### config.mk
export PLATFORM = sky130hd
export DESIGN_NAME = fsa_divider
export DESIGN_NICKNAME = d
export VERILOG_FILES = /design/src/design/fsa_pkg.sv /design/src/design/fsa_divider.sv
export SDC_FILE = /design/constraint.sdc
export NUM_CORES = 1
export LEC_CHECK = 0
export BUFFER_PORTS_ARGS = -buffer_cell sky130_fd_sc_hd__buf_2
export CAP_MARGIN = 20
export CORE_MARGIN = 4
export CORE_UTILIZATION = 55
export CTS_BUF_LIST = sky130_fd_sc_hd__clkbuf_8
export DETAILED_ROUTE_END_ITERATION = 16
export GPL_ROUTABILITY_DRIVEN = 0
export PLACE_DENSITY = 0.83
export SKIP_CTS_REPAIR_TIMING = 1
export SLEW_MARGIN = 20
export SYNTH_ARGS = -nofsm -noshare
export SYNTH_HDL_FRONTEND = slang
export SYNTH_SLANG_ARGS = --single-unit
### constraint.sdc
create_clock -name clk -period 10.3 [get_ports clk]
set_input_delay 1.545 -clock clk [delete_from_list [all_inputs] [get_ports clk]]
set_output_delay 1.545 -clock clk [all_outputs]
set_load 0.05 [all_outputs]
### src/design/fsa_pkg.sv
// Shared types and constants of the fluctuation susceptibility accumulator.
`default_nettype none
package fsa_pkg;

  localparam int MAX_ELEMENTS = 64;
  localparam int COUNT_BITS   = 24;
  localparam int EL_W         = 6;
  localparam int MEM_DEPTH    = 1 << EL_W;
  localparam int NCOMP        = 4;
  localparam int S1_W         = 40;
  localparam int S2_W         = 56;
  localparam int DIV_W        = 56;

  typedef enum logic [1:0] {
    CMD_ACC   = 2'd0,
    CMD_READ  = 2'd1,
    CMD_CLEAR = 2'd2,
    CMD_LOAD  = 2'd3
  } cmd_t;

  typedef struct packed {
    cmd_t               command;
    logic [EL_W-1:0]    element;
    logic signed [15:0] mag_x;
    logic signed [15:0] mag_y;
    logic signed [15:0] mag_z;
    logic [15:0]        mag_len;
    logic               sample_end;
    logic [23:0]        inv_temperature;
    logic [31:0]        saturation_value;
  } in_item_t;

  typedef struct packed {
    logic [EL_W-1:0]    element_out;
    logic signed [31:0] sus_x;
    logic signed [31:0] sus_y;
    logic signed [31:0] sus_z;
    logic signed [31:0] sus_len;
    logic               no_samples;
  } out_item_t;

endpackage
`default_nettype wire

### src/design/fsa_divider.sv
// Unsigned restoring divider, one quotient bit per cycle.
`default_nettype none
module fsa_divider (
  input  wire logic                           clk,
  input  wire logic                           rst,
  input  wire logic                           start,
  input  wire logic [fsa_pkg::DIV_W-1:0]      dividend,
  input  wire logic [fsa_pkg::COUNT_BITS-1:0] divisor,
  output logic                                done,
  output logic [fsa_pkg::DIV_W-1:0]           quotient
);

  localparam int CW = $clog2(fsa_pkg::DIV_W + 1);
  localparam int CB = fsa_pkg::COUNT_BITS;

  logic [CB-1:0] rem;
  logic [CB-1:0] dvs;
  logic [CW-1:0] cnt;
  logic          busy;
  logic [CB:0]   trial;
  logic          qbit;

  always_comb begin
    trial = {rem, quotient[fsa_pkg::DIV_W-1]};
    qbit  = trial >= {1'b0, dvs};
  end

  always_ff @(posedge clk) begin
    done <= 1'b0;
    if (rst) begin
      busy <= 1'b0;
      cnt  <= '0;
    end else if (start) begin
      busy     <= 1'b1;
      cnt      <= CW'(fsa_pkg::DIV_W);
      rem      <= '0;
      dvs      <= divisor;
      quotient <= dividend;
    end else if (busy) begin
      rem      <= qbit ? CB'(trial - {1'b0, dvs}) : trial[CB-1:0];
      quotient <= {quotient[fsa_pkg::DIV_W-2:0], qbit};
      cnt      <= cnt - CW'(1);
      if (cnt == CW'(1)) begin
        busy <= 1'b0;
        done <= 1'b1;
      end
    end
  end

endmodule
`default_nettype wire

==> results.ini, run 1 <==
[synth]
yosysTopAreaCellShare_pct = 53.3
async_flop_share_pct = 0
avgSynthCellArea_um2 = 12.6
synth.net_count = 576
yosysSeqAreaShare_pct = 56.0
synth_edf_count = 104
syn_area_um2 = 5860
ys_ff_latch = 112
ys_top_cells_by_area = edfxtp_1 53%, mux2_2 11%, ha_1 5.6%
syn_inst = 466
synth_warnings = 0
yosys.area.top_type = edfxtp_1
ys.flop_type = edfxtp_1
synthDistinctLibCells = 54

[setup_path]
crit_path_start_kind = input port
worst-path-max-fanout = 38
max_stage_delay_ns = 0.49
setup.worst_path.end_class = flop
required_ns = 10.33
worst-path-buf-inv = 3
critical_path.cell_chain = buf_2, nor2_1, nor2_4, buf_16, buf_4
crit_arrival_ns = 3.44
crit_family = buffers and inverters
crit_slowest_cell = buf_2
path_class = input port to flop

[floorplan]
rows = 37
die_area_um2 = 12400
start_util_pct = 56.5
die_height_um = 111
io_pins = 140
design.core.area_um2 = 10400
die_x_um = 111

[placement]
dp.cells = 725
post-dp-hpwl_mm = 9.79
place_area_um2 = 6640
pre_cts_slack_ns = 6.14
io_buffers = 139

[timing]
setup_slack_ns = 6.89
finalHoldViolations = 0
fin_setup_tns_ns = 0
rsz0062_at_grt = no
slew_violations = 0
finalSetupViolations = 0
fin_crit_ns = 3.41
worst_pin_slew_ns = 0.632
fmax_mhz = 293
clock_skew_ns = 0.0125
period_share_pct = 33.1
maxSlewHeadroom_pct = 57.8

[route]
totalWireLength_mm = 13.3
routed_via_density = 5.58
drtIter0Drc = 182
firstDrtPassIters = 4
remaining_drc_errors = 0
route.antenna.remaining_nets = 0
wl_per_cell_um = 17.9
num_vias = 4144

[cts]
cts-root-buf = clkbuf_8
cts_tree = yes
clk_pin_slew_ns = 0.10
clockBufferDepth = 2
clkLatencyLatePin_ns = 0.39
htreeDepth = 3
cts.sinks = 112
numCtsBuffers = 9

[power_and_ir_drop]
leakage_nw = 2.88
vdd_drop_max_uv = 103
powerDensity_nw_per_um2 = 171
p_total_w = 0.00118

[grt]
top_usage_layer = met2
grt_pass1_wl_mm = 21.0
grt_pass1_vias = 4234
grt_overflow = 0
met1_usage_pct = 25.1
use_met3_pct = 6.71
grt_max_degree = 52
track_usage_pct = 21.2
groute.layer.met2.usage_pct = 36.5
antenna_found_initial = 1

[layout]
final_nets = 711
fin_area_um2 = 6890
areaGrowthSynthToFinish_pct = 17.6
fill_cells = 808
drive_gt1_share_pct = 36.5
n_antenna_cell = 0
finalNonFillerCells = 742

[status]
outcome = finished clean

[min_path]
hold_path_class = flop to flop

[run]
drv_cap = 0

[per-stage QoR]
step | hold WS [ns] | util (%)
floorplan | 0.477 | -
global placement | 0.500 | 64.0
detailed placement | 0.518 | 64.0
CTS | 0.537 | 66.2
global route | 0.584 | 66.4
finish | 0.532 | 66.4
[area by class of cell]
type | instances | area, um2 | share of cell area [%]
inverters | 34 | 128 | 1.85
clock buffers | 9 | 124 | 1.80
multi-input cells | 301 | 2340 | 34.0
repair buffers | 143 | 746 | 10.8
clock inverters | 7 | 96.3 | 1.40
flip-flops and latches | 112 | 3280 | 47.7
well taps | 136 | 170 | 2.47
[registers in the layout (all words and copies together) (netlist names)]
signal / count
dvs: 24
cnt: 6
busy: 1
quotient: 56
done: 1
rem: 24
[report_power, final]
part           leakage [nW]  internal, W  switching, W  total, W
Clock                 0.106     0.000119      0.000164  0.000284
Sequential             1.06     0.000544     0.0000193  0.000564
Combinational          1.71     0.000129      0.000199  0.000328
[path summary, 6_finish.rpt]
| check | start | endpoint | slack (ns) | cells after the start |
|---|---|---|---|---|
| max | start | rem[4] | 6.89 | 5 |
| min | cnt[1] | cnt[1] | 0.53 | 2 |
| max reg2reg | quotient[55] | rem[22] | 7.34 | 11 |
| min reg2reg | cnt[1] | cnt[1] | 0.53 | 2 |
[cell families (layout without fill, tap and decap cells)]
| family | Yosys count | in the layout | share of synthesized area (%) |
|---|---|---|---|
| flops | 112 | 112 | 56.0 |
| simple gates | 101 | 101 | 8.14 |
| compound gates | 77 | 77 | 8.74 |
| mux | 70 | 70 | 13.1 |
| buf+inv | 53 | 193 | 4.16 |
| fa+ha+maj | 27 | 27 | 5.89 |
| xor+xnor | 26 | 26 | 3.89 |
[synth_stat cells, types with 2 or more instances]
library cell	number
edfxtp_1	104
mux2_2	55
nor2_1	35
inv_1	33
ha_1	26
a21oi_1	23
xnor2_1	18
nand2_1	17
nand3_1	16
mux2i_1	15
clkbuf_1	9
nor3_1	9
a21o_1	8
dfxtp_1	8
o21ai_0	8
o21ai_1	8
xor2_1	8
a31oi_1	5
buf_1	5
nand4_1	5
and2_1	4
nand2b_1	3
o21a_1	3
a2bb2oi_1	2
a41o_1	2
and3_1	2
buf_12	2
nor2b_1	2
nor4b_1	2
o21bai_1	2
o31ai_1	2
or2_1	2
or3_1	2
[cells in the final DEF (no fill, tap or decap), types with 16 or more instances in the layout]
cell type / count
nor2_1: 33
a21oi_1: 23
xnor2_1: 18
nand2_1: 17
mux2_2: 55
ha_1: 26
edfxtp_1: 104
inv_1: 33
buf_2: 139
nand3_1: 16
[layer usage]
| metal | vias to the layer above | share of wire (%) | wire length [um] |
|---|---|---|---|
| li1 | 1982 | - | - |
| met1 | 1985 | 39 | 5220 |
| met2 | 156 | 50 | 6670 |
| met3 | 19 | 8.7 | 1150 |
| met4 | 2 | 1.5 | 197 |
| met5 | - | 0.090 | 12 |
[worst register-to-register path, delay by kind of cell, from the launching register on]
kind / cells / cell delay (ns)
compound gates: 5 / 1.37
flops: 1 / 0.44
fa+ha+maj: 2 / 0.40
simple gates: 2 / 0.27
xor+xnor: 1 / 0.15
buf+inv: 1 / 0.08
Power figures use the tool's default switching activity.
==> inputs of run 2 (changes only) <==
Clock period 10.3 ns to 3.3 ns, I/O delays scaled along.
==> run 2 against run 1 <==
  * Power grew to 3.1 times the previous value
  * Combinational power grew to 3.1 times the previous value
  * Highest routed layer is now met4
  * Largest cell class unchanged
  * Routed wire length is 2.6% lower
  * Critical path type is now flop to flop
  * Sequential cell count is the same
==> results.ini, run 2 (synthesized netlist as in run 1, its figures left out) <==
[layout]
n_antenna_cell = 0
largest_register_ffs = 56
drive_gt1_share_pct = 36.7
layout_common_cells = 139 x buf_2, 104 x edfxtp_1, 55 x mux2_2
finalNonFillerCells = 744
largest_registers = quotient: 56 flops, dvs: 24 flops, rem: 24 flops
largest_register = quotient
final_nets = 713
fin_area_um2 = 6870
final_common_cell = buf_2
areaGrowthSynthToFinish_pct = 17.3

[grt]
track_usage_pct = 20.9
grt_max_degree = 53
grt_pass1_wl_mm = 20.8
grt_overflow = 0
antenna_found_initial = 0
grt_pass1_vias = 4228

[cts]
htreeDepth = 3
clockBufferDepth = 2
clkLatencyLatePin_ns = 0.38
cts.sinks = 112
numCtsBuffers = 9
cts_tree = yes
cts-root-buf = clkbuf_8
clk_pin_slew_ns = 0.11

[floorplan]
rows = 37
io_pins = 140
die_x_um = 111
design.core.area_um2 = 10400
start_util_pct = 56.5
die_height_um = 111
die_area_um2 = 12400

[setup_path]
required_ns = 3.44
crit_arrival_ns = 2.97
rrSetupSlack_ns = 0.47
crit_path_start_kind = flop
worst-path-max-fanout = 29
setup.worst_path.end_class = flop
path_class = flop to flop

[status]
outcome = finished clean

[route]
route.antenna.remaining_nets = 0
routed_via_density = 5.60
num_vias = 4163
remaining_drc_errors = 0
wl_per_cell_um = 17.4
firstDrtPassIters = 4
drtIter0Drc = 202
totalWireLength_mm = 12.9

[timing]
finalSetupViolations = 0
worst_pin_slew_ns = 0.639
slew_violations = 0
setup_slack_ns = 0.470
rsz0062_at_grt = no
finalHoldViolations = 0
clock_skew_ns = 0.0133
fmax_mhz = 353
holdWs_ns = 0.277
maxSlewHeadroom_pct = 57.4
period_share_pct = 85.8
fin_setup_tns_ns = 0
fin_crit_ns = 2.83

[power_and_ir_drop]
p_comb_share_pct = 27.9
leakage_nw = 2.88
switching_share_pct = 32.2
pwr-share-seq_pct = 48.3
pwr-share-clk_pct = 23.8
switchingPower_w = 0.00117
powerDensity_nw_per_um2 = 530
vdd_drop_max_uv = 458
intPower_w = 0.00247

[placement]
dp.cells = 728
post-dp-hpwl_mm = 9.58
place_area_um2 = 6660
pre_cts_slack_ns = 0.477
io_buffers = 139

[min_path]
hold_path_class = input port to flop

[run]
drv_cap = 0

## run 2: cell count changes in the layout (fill, tap and decap cells not counted)
cell / change
buf_4: +3
clkinv_8: -2
inv_8: +2
buf_16: -1
clkinv_2: +1
clkinv_4: +1
clkinvlp_4: -1
inv_6: -1
## run 2: power by group through the flow
stage	Combinational, W	Clock (W)	Sequential (W)
after floorplan	0.000665	0	0.00193
after global placement	0.000975	0	0.00178
after detailed placement	0.00101	0	0.00179
after CTS	0.00102	0.000888	0.00176
after global routing	0.00111	0.000959	0.00177
final	0.00102	0.000867	0.00176
## run 2: worst max-delay path: stages (launching register included)
cell	delay, ns
edfxtp_1	0.41
ha_1	0.40
a21o_1	0.25
a21o_1	0.20
or3_1	0.39
o21ai_2	0.17
o21a_4	0.43
or2_2	0.25
o21ai_1	0.10
## run 2: stage by stage
stage | util, % | total power [W]
5_1_grt | 66.3 | 0.00383
3_3_place_gp | 64.2 | 0.00276
2_1_floorplan | - | 0.00260
4_1_cts | 66.3 | 0.00366
3_5_place_dp | 64.2 | 0.00280
6_report | 66.3 | 0.00364
## run 2: area by class of cell
cell class / count / area (um2)
Inverter: 34 / 128
Multi-Input combinational cell: 301 / 2340
Sequential cell: 112 / 3280
Clock buffer: 9 / 124
Fill cell: 805 / 3500
Timing Repair Buffer: 145 / 741
Clock inverter: 7 / 83.8
Tap cell: 136 / 170
## run 2: worst paths after layout
check,from,depth (start not counted),end
max,rem[17],8,rem[17]
min,divisor[13],1,dvs[13]
max reg2reg,rem[17],8,rem[17]
min reg2reg,cnt[1],2,cnt[1]
## run 2: layer usage
metal,track usage [%],wire [um],share of wire [%]
met5,0,0,0
met4,6.00,239,1.8
met1,25.1,5100,39
met3,8.73,1200,9.3
met2,34.7,6380,49
==> inputs of run 3 (changes only) <==
Settings changed: ABC_AREA set to 1, PLACE_DENSITY 0.83 to 0.81.
==> run 3 against run 2 <==
  * Critical path depth up 3
  * Combinational power up 29%
  * Routed wire length increased by 17%
  * Die area up 11%
  * Non-clock buffer count down 1
  * Global-route usage up 2.2 points
  * Sequential power up 3%
  * Power increased by 8.0%
  * Clock power fell by 7.2%
  * Critical path type unchanged
  * Highest routed layer unchanged
==> results.ini, run 3 <==
[grt]
track_usage_pct = 23.1
grt_pass1_vias = 5163
antenna_found_initial = 0
grt_max_degree = 84
grt_pass1_wl_mm = 24.6
grt_overflow = 0

[floorplan]
start_util_pct = 56.8
die_x_um = 117
design.core.area_um2 = 11500
io_pins = 140
rows = 39
die_area_um2 = 13700
die_height_um = 117

[placement]
io_buffers = 139
post-dp-hpwl_mm = 11.4

[timing]
fin_setup_tns_ns = 0
maxSlewHeadroom_pct = 42.5
slew_violations = 0
rsz0062_at_grt = no
finalSetupViolations = 0
fmax_mhz = 396
fin_crit_ns = 2.52
worst_pin_slew_ns = 0.862
clock_skew_ns = 0.0174
period_share_pct = 76.4
finalHoldViolations = 0

[cts]
numCtsBuffers = 9
cts-root-buf = clkbuf_8
clkLatencyLatePin_ns = 0.39
htreeDepth = 3
clk_pin_slew_ns = 0.12
cts.sinks = 112
clockBufferDepth = 2
cts_tree = yes

[route]
num_vias = 5563
drtIter0Drc = 393
firstDrtPassIters = 5
remaining_drc_errors = 0
totalWireLength_mm = 15.1
route.antenna.remaining_nets = 0
routed_via_density = 5.05
wl_per_cell_um = 13.7

[synth]
yosysMostFrequentCell = nand2_1
avgSynthCellArea_um2 = 7.98
async_flop_share_pct = 0
yosys.area.top_type = edfxtp_1
synthDistinctLibCells = 38
synth.net_count = 929
ys_top_cells_by_area = edfxtp_1 48%, nand2_1 21%, inv_1 6.3%
ys_ff_latch = 112
yosysSeqAreaShare_pct = 50.2
synth_commonest_cells = 359 x nand2_1, 109 x inv_1, 104 x edfxtp_1, 71 x nor2_1, 27 x nand3_1
synth_edf_count = 104
yosysTopAreaCellShare_pct = 47.8
synth_warnings = 0
syn_area_um2 = 6540
ys.flop_type = edfxtp_1
syn_inst = 819

[layout]
regArea_um2 = 3280
fill_cells = 1023
layout_common_cells = 358 x nand2_1, 139 x buf_2, 108 x inv_1
multi_input_area_um2 = 2720
final_common_cell = nand2_1
largest_register = quotient
largest_registers = quotient: 56 flops, dvs: 24 flops, rem: 24 flops
final_nets = 1064
drive_gt1_share_pct = 20.1
n_antenna_cell = 0
areaGrowthSynthToFinish_pct = 15.4
largest_register_ffs = 56
finalCoreUtilization_pct = 65.5

[setup_path]
setup.worst_path.end_class = flop
worst-path-buf-inv = 1
path_class = flop to flop
required_ns = 3.45
crit_family = simple AND/OR/NAND/NOR gates
crit_arrival_ns = 2.67
max_stage_delay_ns = 0.43
critical_path.cell_chain = ha_1, a21oi_1, nor2_1, nor2_1, nand2_1, a21oi_4, nand3_4, nand2_4, nand2_1, nand2_1, inv_1
crit_path_start_kind = flop
worst-path-max-fanout = 40
crit_top_cell = nand2_1
crit_slowest_cell = edfxtp_1

[power_and_ir_drop]
vdd_drop_max_uv = 439
powerDensity_nw_per_um2 = 521
leakage_nw = 3.90

[min_path]
hold_path_class = input port to flop

[run]
drv_cap = 0

[status]
outcome = finished clean

==> run 3: cell types whose count changed after synthesis, sizes merged, moves of 15 or more <==
cell   before  now
mux2       55    0
nor2       35   77
mux2i      15    0
nand3      16   33
inv        33  116
nand2      17  367
==> run 3: cells by family after synthesis <==
| group | synth area share (%) |
|---|---|
| AO/OA/AOI/OAI | 2.68 |
| XOR/XNOR | 1.34 |
| adder cells (fa/ha/maj) | 5.28 |
| buffers and inverters | 8.42 |
| flip-flops | 50.2 |
| AND/OR/NAND/NOR | 32.1 |
==> run 3: through the flow <==
stage	instances	total power (W)	cell area, um2	setup WS (ns)	hold WS, ns
after floorplan	819	0.00286	6540	0.169	0.455
after global routing	1102	0.00419	7540	0.546	0.234
after CTS	1102	0.00395	7540	0.760	0.247
final	1102	0.00393	7540	0.778	0.269
after detailed placement	1086	0.00315	7350	0.797	0.478
after global placement	1086	0.00313	7350	0.822	0.473
==> run 3: area by class of cell <==
class | count | area share [%]
clock buffers | 9 | 1.64
flip-flops and latches | 112 | 43.5
repair buffers | 144 | 9.72
inverters | 116 | 5.80
well taps | 143 | 2.37
clock inverters | 7 | 0.962
multi-input cells | 571 | 36.0
==> run 3: worst register-to-register path: stages (launching register included) <==
cell and delay (ns):
edfxtp_1 0.43, ha_1 0.36, a21oi_1 0.22, nor2_1 0.06, nor2_1 0.10, nand2_1 0.09
a21oi_4 0.20, nand3_4 0.41, nand2_4 0.23, nand2_1 0.07, nand2_1 0.07, inv_1 0.04
==> run 3: routing by layer <==
metal	vias up	share of wire [%]	track usage [%]
li1	2838	-	-
met1	2483	43	31.0
met2	222	46	36.7
met3	20	9.0	6.79
met4	0	2.0	6.80
met5	-	0	0
==> run 3: final timing paths <==
| path | from | endpoint | slack [ns] | depth (start not counted) |
|---|---|---|---|---|
| worst max-delay path | rem[21] | rem[20] | 0.78 | 11 |
| worst min-delay path | divisor[13] | dvs[13] | 0.27 | 1 |
| worst max register to register | rem[21] | rem[20] | 0.78 | 11 |
| worst min register to register | cnt[1] | cnt[1] | 0.49 | 2 |
==> run 3: power by group <==
part           switching [W]  leakage (nW)  internal [W]  total, W
Clock               0.000509        0.0962      0.000295  0.000805
Combinational       0.000904          2.73      0.000412   0.00132
Sequential         0.0000763          1.08       0.00173   0.00181
